===== config.mk =====
export PLATFORM = sky130hd
export DESIGN_NAME = dual_axis_slew_positioner
export DESIGN_NICKNAME = d
export VERILOG_FILES = /design/src/rtl/dasp_pkg.sv /design/src/rtl/dasp_step.sv /design/src/rtl/dasp_core.sv /design/src/rtl/dual_axis_slew_positioner.sv
export SDC_FILE = /design/constraint.sdc
export NUM_CORES = 2
export LEC_CHECK = 0
export ABC_AREA = 1
export BUFFER_PORTS_ARGS = -buffer_cell sky130_fd_sc_hd__buf_2
export CORE_AREA = 2 2 326 328
export CTS_CLUSTER_SIZE = 28
export DETAILED_ROUTE_END_ITERATION = 8
export DIE_AREA = 0 0 328 330
export PLACE_DENSITY = 0.82
export SETUP_SLACK_MARGIN = 0.3
export SKIP_CTS_REPAIR_TIMING = 1
export SKIP_LAST_GASP = 1
export SYNTH_ARGS = -nofsm -noshare
export SYNTH_HDL_FRONTEND = slang
export SYNTH_SLANG_ARGS = --single-unit

===== constraint.sdc =====
create_clock -name clk -period 15.7 [get_ports clk]
set_clock_uncertainty 0.2 [all_clocks]
set_input_delay 0.785 -clock clk [delete_from_list [all_inputs] [get_ports clk]]
set_output_delay 0.785 -clock clk [all_outputs]
set_load 0.01 [all_outputs]

===== src/rtl/dasp_pkg.sv =====
`default_nettype none
// ----------------------------------------------------------------------------
// dasp_pkg
// Shared types and constants for the dual-axis slew positioner.
// ----------------------------------------------------------------------------
package dasp_pkg;

  localparam int AZ_W    = 16;
  localparam int EL_W    = 14;
  localparam int SPEED_W = 16;
  localparam int MS_W    = 16;
  localparam int PROD_W  = SPEED_W + MS_W;
  localparam int STEP_W  = 23;

  // floor(p / 1000) = floor((p >> 3) * RECIP >> 36) for any 32-bit p
  localparam int DIV1000_PRE   = 3;
  localparam int DIV1000_SHIFT = 36;
  localparam int RECIP_W       = 30;
  localparam int QUOT_W        = PROD_W - DIV1000_PRE + RECIP_W;
  localparam logic [RECIP_W-1:0] DIV1000_RECIP = 30'd549755814;

  localparam logic [SPEED_W-1:0] SPEED_RESET = 16'd1000;

  localparam logic CFG_AZ_SPEED = 1'b0;
  localparam logic CFG_EL_SPEED = 1'b1;

  typedef enum logic [2:0] {
    CMD_TICK   = 3'd0,
    CMD_ORIENT = 3'd1,
    CMD_JOG_AZ = 3'd2,
    CMD_JOG_EL = 3'd3,
    CMD_STOP   = 3'd4
  } cmd_t;

  typedef enum logic [1:0] {
    PH_IDLE = 2'd0,
    PH_EL   = 2'd1,
    PH_AZ   = 2'd2
  } phase_t;

  typedef struct packed {
    cmd_t               cmd;
    logic [15:0]        az_target;
    logic signed [15:0] el_target;
    logic signed [16:0] delta;
  } item_t;

  typedef struct packed {
    logic            user_stopped;
    phase_t          phase;
    logic            el_busy;
    logic            az_busy;
    logic [EL_W-1:0] el_pos;
    logic [AZ_W-1:0] az_pos;
  } res_t;

  typedef struct packed {
    logic s1_load;
    logic s2_load;
    logic out_load;
  } pipe_ctl_t;

endpackage
`default_nettype wire


===== src/rtl/dasp_step.sv =====
`default_nettype none
// ----------------------------------------------------------------------------
// dasp_step
// Two-stage slew step: speed * ms, then divide by 1000 via reciprocal.
// ----------------------------------------------------------------------------
module dasp_step import dasp_pkg::*; (
  input  wire logic               clk,
  input  wire pipe_ctl_t          ctl,
  input  wire logic [SPEED_W-1:0] speed,
  input  wire logic [MS_W-1:0]    ms,
  output logic      [STEP_W-1:0]  step
);

  logic [PROD_W-1:0] prod_r;
  logic [PROD_W-1:0] prod_nxt;
  logic [QUOT_W-1:0] quot;
  logic [STEP_W-1:0] step_r;

  assign prod_nxt = speed * ms;
  assign quot     = prod_r[PROD_W-1:DIV1000_PRE] * DIV1000_RECIP;

  always_ff @(posedge clk) begin
    if (ctl.s1_load) begin
      prod_r <= prod_nxt;
    end
    if (ctl.s2_load) begin
      step_r <= quot[DIV1000_SHIFT +: STEP_W];
    end
  end

  assign step = step_r;

endmodule
`default_nettype wire


===== src/rtl/dasp_core.sv =====
`default_nettype none
// ----------------------------------------------------------------------------
// dasp_core
// Positioner state update and result register.
// ----------------------------------------------------------------------------
module dasp_core import dasp_pkg::*; (
  input  wire logic              clk,
  input  wire logic              rst_n,
  input  wire pipe_ctl_t         ctl,
  input  wire item_t             item,
  input  wire logic [STEP_W-1:0] az_step,
  input  wire logic [STEP_W-1:0] el_step,
  input  wire logic              out_tready,
  output logic                   out_valid,
  output res_t                   res
);

  logic [AZ_W-1:0] az_now_r, az_now_nxt, az_goal_r, az_goal_nxt;
  logic [AZ_W-1:0] pend_az_r, pend_az_nxt;
  logic [EL_W-1:0] el_now_r, el_now_nxt, el_goal_r, el_goal_nxt;
  logic [EL_W-1:0] pend_el_r, pend_el_nxt;
  logic            az_mov_r, az_mov_nxt, el_mov_r, el_mov_nxt;
  logic            stop_r, stop_nxt;
  phase_t          phase_r, phase_nxt;
  logic            out_valid_r, out_valid_nxt;
  res_t            res_r;

  // shortest wrapped distance goal - now, in -18000..18000
  function automatic logic signed [15:0] az_wrap(input logic [AZ_W-1:0] goal,
                                                 input logic [AZ_W-1:0] now);
    logic signed [17:0] d;
    d = $signed({2'b00, goal}) - $signed({2'b00, now});
    if (d > 18'sd18000) begin
      d = d - 18'sd36000;
    end else if (d < -18'sd18000) begin
      d = d + 18'sd36000;
    end
    return d[15:0];
  endfunction

  // reduce -72000..107999 into 0..35999
  function automatic logic [AZ_W-1:0] az_mod(input logic signed [17:0] s);
    logic signed [17:0] r;
    if (s < -18'sd36000) begin
      r = s + 18'sd72000;
    end else if (s < 18'sd0) begin
      r = s + 18'sd36000;
    end else if (s >= 18'sd72000) begin
      r = s - 18'sd72000;
    end else if (s >= 18'sd36000) begin
      r = s - 18'sd36000;
    end else begin
      r = s;
    end
    return r[AZ_W-1:0];
  endfunction

  function automatic logic [EL_W-1:0] el_clamp(input logic signed [17:0] e);
    logic [EL_W-1:0] r;
    if (e < 18'sd0) begin
      r = '0;
    end else if (e > 18'sd9000) begin
      r = EL_W'(9000);
    end else begin
      r = e[EL_W-1:0];
    end
    return r;
  endfunction

  logic signed [15:0] az_d, az_d2;
  logic [14:0]        az_mag;
  logic signed [17:0] az_n;
  logic [AZ_W-1:0]    az_tick;
  logic               az_snap;
  logic signed [14:0] el_d;
  logic [13:0]        el_mag;
  logic signed [17:0] el_n;
  logic [EL_W-1:0]    el_tick;
  logic               el_snap;
  logic [AZ_W-1:0]    base_az, jog_az, ori_az;
  logic [EL_W-1:0]    base_el, jog_el, ori_el;
  logic signed [17:0] delta_x;

  // tick motion, azimuth
  always_comb begin
    az_d    = az_wrap(az_goal_r, az_now_r);
    az_mag  = az_d[15] ? 15'(-az_d) : az_d[14:0];
    az_snap = ({8'b0, az_mag} <= az_step);
    if (az_d > 16'sd0) begin
      az_n = $signed({2'b00, az_now_r}) + $signed({3'b000, az_step[14:0]});
    end else begin
      az_n = $signed({2'b00, az_now_r}) - $signed({3'b000, az_step[14:0]});
    end
    if (az_snap) begin
      az_tick = az_goal_r;
    end else if (az_n < 18'sd0) begin
      az_tick = AZ_W'(az_n + 18'sd36000);
    end else if (az_n >= 18'sd36000) begin
      az_tick = AZ_W'(az_n - 18'sd36000);
    end else begin
      az_tick = az_n[AZ_W-1:0];
    end
  end

  // tick motion, elevation
  always_comb begin
    el_d    = $signed({1'b0, el_goal_r}) - $signed({1'b0, el_now_r});
    el_mag  = el_d[14] ? 14'(-el_d) : el_d[13:0];
    el_snap = ({9'b0, el_mag} <= el_step);
    if (el_d > 15'sd0) begin
      el_n = $signed({4'b0000, el_now_r}) + $signed({4'b0000, el_step[13:0]});
    end else begin
      el_n = $signed({4'b0000, el_now_r}) - $signed({4'b0000, el_step[13:0]});
    end
    el_tick = el_snap ? el_goal_r : el_clamp(el_n);
  end

  // orient and jog targets
  always_comb begin
    base_az = (phase_r != PH_IDLE) ? pend_az_r : az_now_r;
    base_el = (phase_r != PH_IDLE) ? pend_el_r : el_now_r;
    delta_x = {item.delta[16], item.delta};
    jog_az  = az_mod($signed({2'b00, base_az}) + delta_x);
    jog_el  = el_clamp($signed({4'b0000, base_el}) + delta_x);
    ori_az  = az_mod($signed({2'b00, item.az_target}));
    ori_el  = el_clamp({{2{item.el_target[15]}}, item.el_target});
  end

  // distance at azimuth start, taken after this tick's motion
  assign az_d2 = az_wrap(pend_az_r, az_tick);

  always_comb begin
    az_now_nxt  = az_now_r;
    az_goal_nxt = az_goal_r;
    pend_az_nxt = pend_az_r;
    el_now_nxt  = el_now_r;
    el_goal_nxt = el_goal_r;
    pend_el_nxt = pend_el_r;
    az_mov_nxt  = az_mov_r;
    el_mov_nxt  = el_mov_r;
    stop_nxt    = stop_r;
    phase_nxt   = phase_r;
    case (item.cmd)
      CMD_TICK: begin
        az_now_nxt = az_tick;
        el_now_nxt = el_tick;
        if (az_snap) begin
          az_mov_nxt = 1'b0;
        end
        if (el_snap) begin
          el_mov_nxt = 1'b0;
        end
        case (phase_r)
          PH_EL: begin
            if (el_snap || !el_mov_r) begin
              stop_nxt    = 1'b0;
              az_goal_nxt = pend_az_r;
              phase_nxt   = PH_AZ;
              if (az_d2 <= 16'sd5 && az_d2 >= -16'sd5) begin
                az_now_nxt = pend_az_r;
                az_mov_nxt = 1'b0;
              end else begin
                az_mov_nxt = 1'b1;
              end
            end
          end
          PH_AZ: begin
            if (az_snap || !az_mov_r) begin
              phase_nxt = PH_IDLE;
            end
          end
          default: phase_nxt = PH_IDLE;
        endcase
      end
      CMD_ORIENT, CMD_JOG_AZ, CMD_JOG_EL: begin
        stop_nxt   = 1'b0;
        el_mov_nxt = 1'b1;
        phase_nxt  = PH_EL;
        case (item.cmd)
          CMD_ORIENT: begin
            pend_az_nxt = ori_az;
            pend_el_nxt = ori_el;
          end
          CMD_JOG_AZ: begin
            pend_az_nxt = jog_az;
            pend_el_nxt = base_el;
          end
          default: begin
            pend_az_nxt = base_az;
            pend_el_nxt = jog_el;
          end
        endcase
        el_goal_nxt = pend_el_nxt;
      end
      CMD_STOP: begin
        stop_nxt    = 1'b1;
        az_mov_nxt  = 1'b0;
        el_mov_nxt  = 1'b0;
        phase_nxt   = PH_IDLE;
        az_goal_nxt = az_now_r;
        el_goal_nxt = el_now_r;
      end
      default: ;
    endcase
  end

  // hold the result until taken
  always_comb begin
    if (ctl.out_load) begin
      out_valid_nxt = 1'b1;
    end else if (out_tready) begin
      out_valid_nxt = 1'b0;
    end else begin
      out_valid_nxt = out_valid_r;
    end
  end

  always_ff @(posedge clk) begin
    if (!rst_n) begin
      az_now_r    <= '0;
      az_goal_r   <= '0;
      pend_az_r   <= '0;
      el_now_r    <= '0;
      el_goal_r   <= '0;
      pend_el_r   <= '0;
      az_mov_r    <= 1'b0;
      el_mov_r    <= 1'b0;
      stop_r      <= 1'b0;
      phase_r     <= PH_IDLE;
      out_valid_r <= 1'b0;
    end else begin
      out_valid_r <= out_valid_nxt;
      if (ctl.out_load) begin
        az_now_r  <= az_now_nxt;
        az_goal_r <= az_goal_nxt;
        pend_az_r <= pend_az_nxt;
        el_now_r  <= el_now_nxt;
        el_goal_r <= el_goal_nxt;
        pend_el_r <= pend_el_nxt;
        az_mov_r  <= az_mov_nxt;
        el_mov_r  <= el_mov_nxt;
        stop_r    <= stop_nxt;
        phase_r   <= phase_nxt;
      end
    end
  end

  always_ff @(posedge clk) begin
    if (ctl.out_load) begin
      res_r.az_pos       <= az_now_nxt;
      res_r.el_pos       <= el_now_nxt;
      res_r.az_busy      <= az_mov_nxt;
      res_r.el_busy      <= el_mov_nxt;
      res_r.phase        <= phase_nxt;
      res_r.user_stopped <= stop_nxt;
    end
  end

  assign out_valid = out_valid_r;
  assign res       = res_r;

endmodule
`default_nettype wire


===== src/rtl/dual_axis_slew_positioner.sv =====
`default_nettype none
// ----------------------------------------------------------------------------
// dual_axis_slew_positioner
// Two-axis rotor positioner with slew-rate limited motion.
// ----------------------------------------------------------------------------
// Usage:
//   Commands arrive as stream words on in_*: in_tuser carries the command
//   (tick, orient, jog azimuth, jog elevation, stop), in_tdata its operands.
//   Every command returns one status word on out_*: position, busy flags,
//   orientation phase and the stop flag, as seen after the command.
//   Slew rates are set through cfg_we/cfg_index/cfg_wdata while idle.
//   One word per cycle is sustained while out_tready is held high. Stage 1
//   forms speed * ms, stage 2 divides it by 1000 with a reciprocal multiply,
//   stage 3 updates the axis state into the output register. Each stage
//   moves when the next one is empty or moving, so a stalled receiver fills
//   the three stages before in_tready drops.
//   Synchronous reset clears positions, goals and flags to zero, the phase
//   to idle and both slew rates to 1000 centidegrees per second.
// ----------------------------------------------------------------------------
module dual_axis_slew_positioner import dasp_pkg::*; (
  input  wire logic        clk,
  input  wire logic        rst_n,
  input  wire logic        in_tvalid,
  output logic             in_tready,
  // az_target[15:0], el_target[31:16], delta[48:32], elapsed_ms[64:49]
  input  wire logic [71:0] in_tdata,
  // cmd[2:0]
  input  wire logic [2:0]  in_tuser,
  output logic             out_tvalid,
  input  wire logic        out_tready,
  // az_pos[15:0], el_pos[29:16], az_busy[30], el_busy[31], phase[33:32],
  // user_stopped[34]
  output logic [39:0]      out_tdata,
  input  wire logic        cfg_we,
  input  wire logic        cfg_index,
  input  wire logic [15:0] cfg_wdata
);

  logic [SPEED_W-1:0] az_speed_r, el_speed_r;
  logic               s1_valid_r, s1_valid_nxt, s2_valid_r, s2_valid_nxt;
  item_t              in_item, s1_item_r, s2_item_r;
  logic               ready2, ready3;
  pipe_ctl_t          ctl;
  logic [STEP_W-1:0]  az_step, el_step;
  res_t               out_res;

  assign in_item.cmd       = cmd_t'(in_tuser);
  assign in_item.az_target = in_tdata[15:0];
  assign in_item.el_target = $signed(in_tdata[31:16]);
  assign in_item.delta     = $signed(in_tdata[48:32]);

  assign ready3    = !out_tvalid || out_tready;
  assign ready2    = !s2_valid_r || ready3;
  assign in_tready = !s1_valid_r || ready2;

  assign ctl.s1_load  = in_tvalid && in_tready;
  assign ctl.s2_load  = s1_valid_r && ready2;
  assign ctl.out_load = s2_valid_r && ready3;

  assign s1_valid_nxt = in_tready ? in_tvalid : s1_valid_r;
  assign s2_valid_nxt = ready2 ? s1_valid_r : s2_valid_r;

  always_ff @(posedge clk) begin
    if (!rst_n) begin
      s1_valid_r <= 1'b0;
      s2_valid_r <= 1'b0;
      az_speed_r <= SPEED_RESET;
      el_speed_r <= SPEED_RESET;
    end else begin
      s1_valid_r <= s1_valid_nxt;
      s2_valid_r <= s2_valid_nxt;
      if (cfg_we) begin
        case (cfg_index)
          CFG_AZ_SPEED: az_speed_r <= cfg_wdata;
          CFG_EL_SPEED: el_speed_r <= cfg_wdata;
          default: ;
        endcase
      end
    end
  end

  always_ff @(posedge clk) begin
    if (ctl.s1_load) begin
      s1_item_r <= in_item;
    end
    if (ctl.s2_load) begin
      s2_item_r <= s1_item_r;
    end
  end

  dasp_step u_az_step (
    .clk   (clk),
    .ctl   (ctl),
    .speed (az_speed_r),
    .ms    (in_tdata[64:49]),
    .step  (az_step)
  );

  dasp_step u_el_step (
    .clk   (clk),
    .ctl   (ctl),
    .speed (el_speed_r),
    .ms    (in_tdata[64:49]),
    .step  (el_step)
  );

  dasp_core u_core (
    .clk        (clk),
    .rst_n      (rst_n),
    .ctl        (ctl),
    .item       (s2_item_r),
    .az_step    (az_step),
    .el_step    (el_step),
    .out_tready (out_tready),
    .out_valid  (out_tvalid),
    .res        (out_res)
  );

  assign out_tdata = {5'b00000, out_res.user_stopped, out_res.phase, out_res.el_busy,
                      out_res.az_busy, out_res.el_pos, out_res.az_pos};

  a_stop_idle: assert property (@(posedge clk) disable iff (!rst_n)
    out_tvalid && out_res.user_stopped |->
      out_res.phase == PH_IDLE && !out_res.az_busy && !out_res.el_busy)
    else $error("stop flag set while motion is active");

  a_el_phase_busy: assert property (@(posedge clk) disable iff (!rst_n)
    out_tvalid && out_res.phase == PH_EL |-> out_res.el_busy)
    else $error("waiting on elevation with elevation not busy");

  a_pos_range: assert property (@(posedge clk) disable iff (!rst_n)
    out_tvalid |-> out_res.az_pos < 16'd36000 && out_res.el_pos <= 14'd9000)
    else $error("position out of range");

endmodule
`default_nettype wire


==> results.py <==
metrics = {
    "min_path": {
        "min_path_type": "primary input to flip-flop",
    },
    "synthesis": {
        "syn_inst": 8022,
        "yosysTopAreaCell": "fa_1",
        "synth_cell_types": 70,
        "synthAdderAreaFrac_pct": 48.22,
        "synth_compound_area_share_pct": 7.636,
        "async_reset_ff_share_pct": 0,
        "ys_warn_count": 0,
        "synth_common_cells": "inv_1, nand2_1, ha_1, fa_1, a21oi_1",
        "netlist_area_um2": 67530,
        "ys.flop_type": "edfxtp_1",
        "synth.avg_cell_area_um2": 8.418,
        "synth_edf_count": 243,
        "synthXorXnorAreaFrac_pct": 3.380,
        "synthTopCellsByArea": "fa_1, ha_1, edfxtp_1",
        "ys_ff_latch": 373,
        "ys_seq_area_share_pct": 14.66,
        "synth_top_family_by_area": "adder cells",
        "synth_top_area_share_pct": 27.48,
        "synth_mux_area_share_pct": 0.04632,
        "yosysMostFrequentCell": "inv_1",
        "yosys.area_share.simple_pct": 13.99,
    },
    "critical_path": {
        "arrival_ns": 13.03,
        "cp_max_fo": 21,
        "end_kind": "flip-flop",
        "required_ns": 16.03,
        "critical_path_class": "flip-flop to flip-flop",
        "startpoint_type": "flip-flop",
        "critical_path.most_common_cell": "nand2_1",
        "crit_path_top_delay_cell": "o21ai_0",
        "slowest_delay_ns": 0.59,
    },
    "timing": {
        "hold_viol": 0,
        "final.period_utilization_pct": 80.90,
        "maxSlewHeadroom_pct": 18.59,
        "post-route-min-period_ns": 12.70,
        "fmax_mhz": 78.73,
        "fin_ws_ns": 2.999,
        "final-max-slew-violation-count": 0,
        "fin_tns_setup_ns": 0,
        "worstMarginPinSlew_ns": 1.218,
        "setup_viol": 0,
        "rsz0062_at_grt": "false",
    },
    "clock_network": {
        "numCtsBuffers": 46,
        "cts_tree": "built",
        "clk_pin_slew_ns": 0.06,
        "cts_root_buffer": "clkbuf_16",
        "clk_path_buf_depth": 3,
        "clk_latency_ns": 0.65,
        "htree_levels": 2,
        "cts.sinks": 373,
    },
    "drt": {
        "dr_wl_met3_um": 16020,
        "vias": 53700,
        "met1_length_um": 69730,
        "vias_per_cell": 5.671,
        "maxUsedRoutingLayer": "met5",
        "wl_per_cell_um": 18.39,
        "drtIter0Drc": 4324,
        "dr.pass1.iters": 6,
        "wl_met2_um": 80370,
        "drt_wl_total_um": 174200,
        "post-route-drc-count": 0,
        "ant_nets": 0,
    },
    "place": {
        "placed_cells": 9380,
        "io_buffers": 126,
        "gp_congestion": 0.9817,
        "place_area_um2": 69340,
        "dp_slack_ns": 3.211,
        "dp_hpwl_um": 140700,
    },
    "finish": {
        "fin_area_um2": 70940,
        "fin_nets": 10180,
        "layout-drive-gt1-share_pct": 4.272,
        "layoutNonFillerInstCount": 9469,
        "areaGrowthSynthToFinish_pct": 5.051,
    },
    "status": {
        "outcome": "completed",
    },
    "floorplanning": {
        "dieArea_um2": 108200,
        "ioPinCount": 139,
        "die_h_um": 330,
        "rows": 119,
        "core_um2": 104700,
        "die_width_um": 328,
        "initial_core_util_pct": 64.51,
    },
    "global_routing": {
        "grt.overflow.total": 0,
        "grt_pass1_wl_um": 283900,
        "grt_util_all_layers_pct": 33.01,
        "antenna_found_initial": 6,
        "grt_max_degree": 79,
        "grt_pass1_vias": 55700,
    },
    "run": {
        "cap_violations": 0,
    },
}
==> cells in the final DEF (no fill, tap or decap), types with 41 or more instances in the layout <==
master     synthesis  final
inv_1           1922   1919
o21ai_0          258    257
a21oi_1          425    425
fa_1             927    927
nand4_1           55     55
dfxtp_1          130    130
buf_2             12    126
nor2_1           292    291
nand2_1         1519   1519
nand3_1          277    277
xor2_1           211    211
a211oi_1          41     41
edfxtp_1         243    243
ha_1            1119   1119
clkbuf_16          0     46
==> logic make-up after synthesis <==
logic type	Yosys count
AOI/OAI and AO/OA	918
xor gates and xnor gates	255
adders and majority gates	2046
buffers and inverters	2144
DFF	373
muxes	3
other	1
and+or+nand+nor	2282
==> worst paths after layout <==
kind                                                      start  slack, ns  cells past startpoint                         endpoint
worst max-delay path            u_core.az_now_r[1]$_SDFFE_PN0P_       3.00                     70  u_core.az_now_r[5]$_SDFFE_PN0P_
worst min register to register          s1_item_r[41]$_DFFE_PP_       0.22                      0          s2_item_r[41]$_DFFE_PP_
worst min-delay path                               in_tdata[24]       0.12                      1          s1_item_r[25]$_DFFE_PP_
worst max register to register  u_core.az_now_r[1]$_SDFFE_PN0P_       3.00                     70  u_core.az_now_r[5]$_SDFFE_PN0P_
==> metal layers <==
layer	GRT usage, %	vias up
met1	43.22	25820
met4	14.36	6
met5	0	-
li1	-	25060
met3	6.197	493
met2	53.77	2322
==> worst max-delay path: cells and delay by family (launching register included) <==
family | cells | cell delay, ns
and+or+nand+nor | 50 | 6.32
AOI/OAI and AO/OA | 6 | 1.93
adders and majority gates | 5 | 1.71
buffers and inverters | 7 | 1.14
xor gates and xnor gates | 2 | 0.73
DFF | 1 | 0.57
==> area by class of cell <==
cell class	count	area [um^2]
Multi-Input combinational cell	5509	49510
Sequential cell	373	9899
Clock inverter	33	386.6
Inverter	1947	7313
Tap cell	1391	1740
Clock buffer	53	1199
Fill cell	7994	33730
Timing Repair Buffer	160	885.9
Antenna cell	3	7.507
==> registers in the layout, summed over array words and instances (netlist names), 2 cells and up <==
| signal | cells |
|---|---|
| u_el_step.prod_r | 29 |
| u_core.res | 35 |
| u_core.phase_r | 2 |
| el_speed_r | 16 |
| u_core.el_goal_r | 14 |
| u_az_step.prod_r | 29 |
| s1_item_r | 52 |
| u_core.pend_el_r | 14 |
| s2_item_r | 52 |
| u_core.az_goal_r | 16 |
| u_az_step.step | 23 |
| u_core.el_now_r | 14 |
| u_core.pend_az_r | 16 |
| az_speed_r | 16 |
| u_core.az_now_r | 16 |
| u_el_step.step | 23 |
==> metrics by stage <==
| stage | hold WS [ns] | util (%) |
|---|---|---|
| final | 0.1180 | 67.77 |
| after global routing | 0.1066 | 67.77 |
| after CTS | 0.09321 | 67.76 |
| after detailed placement | 0.2045 | 66.25 |
| after global placement | 0.2021 | 66.25 |
| after floorplan | 0.2003 | - |
Power is not shown: default switching activity piles up to over one toggle a cycle in this logic, so the estimate is an artifact.
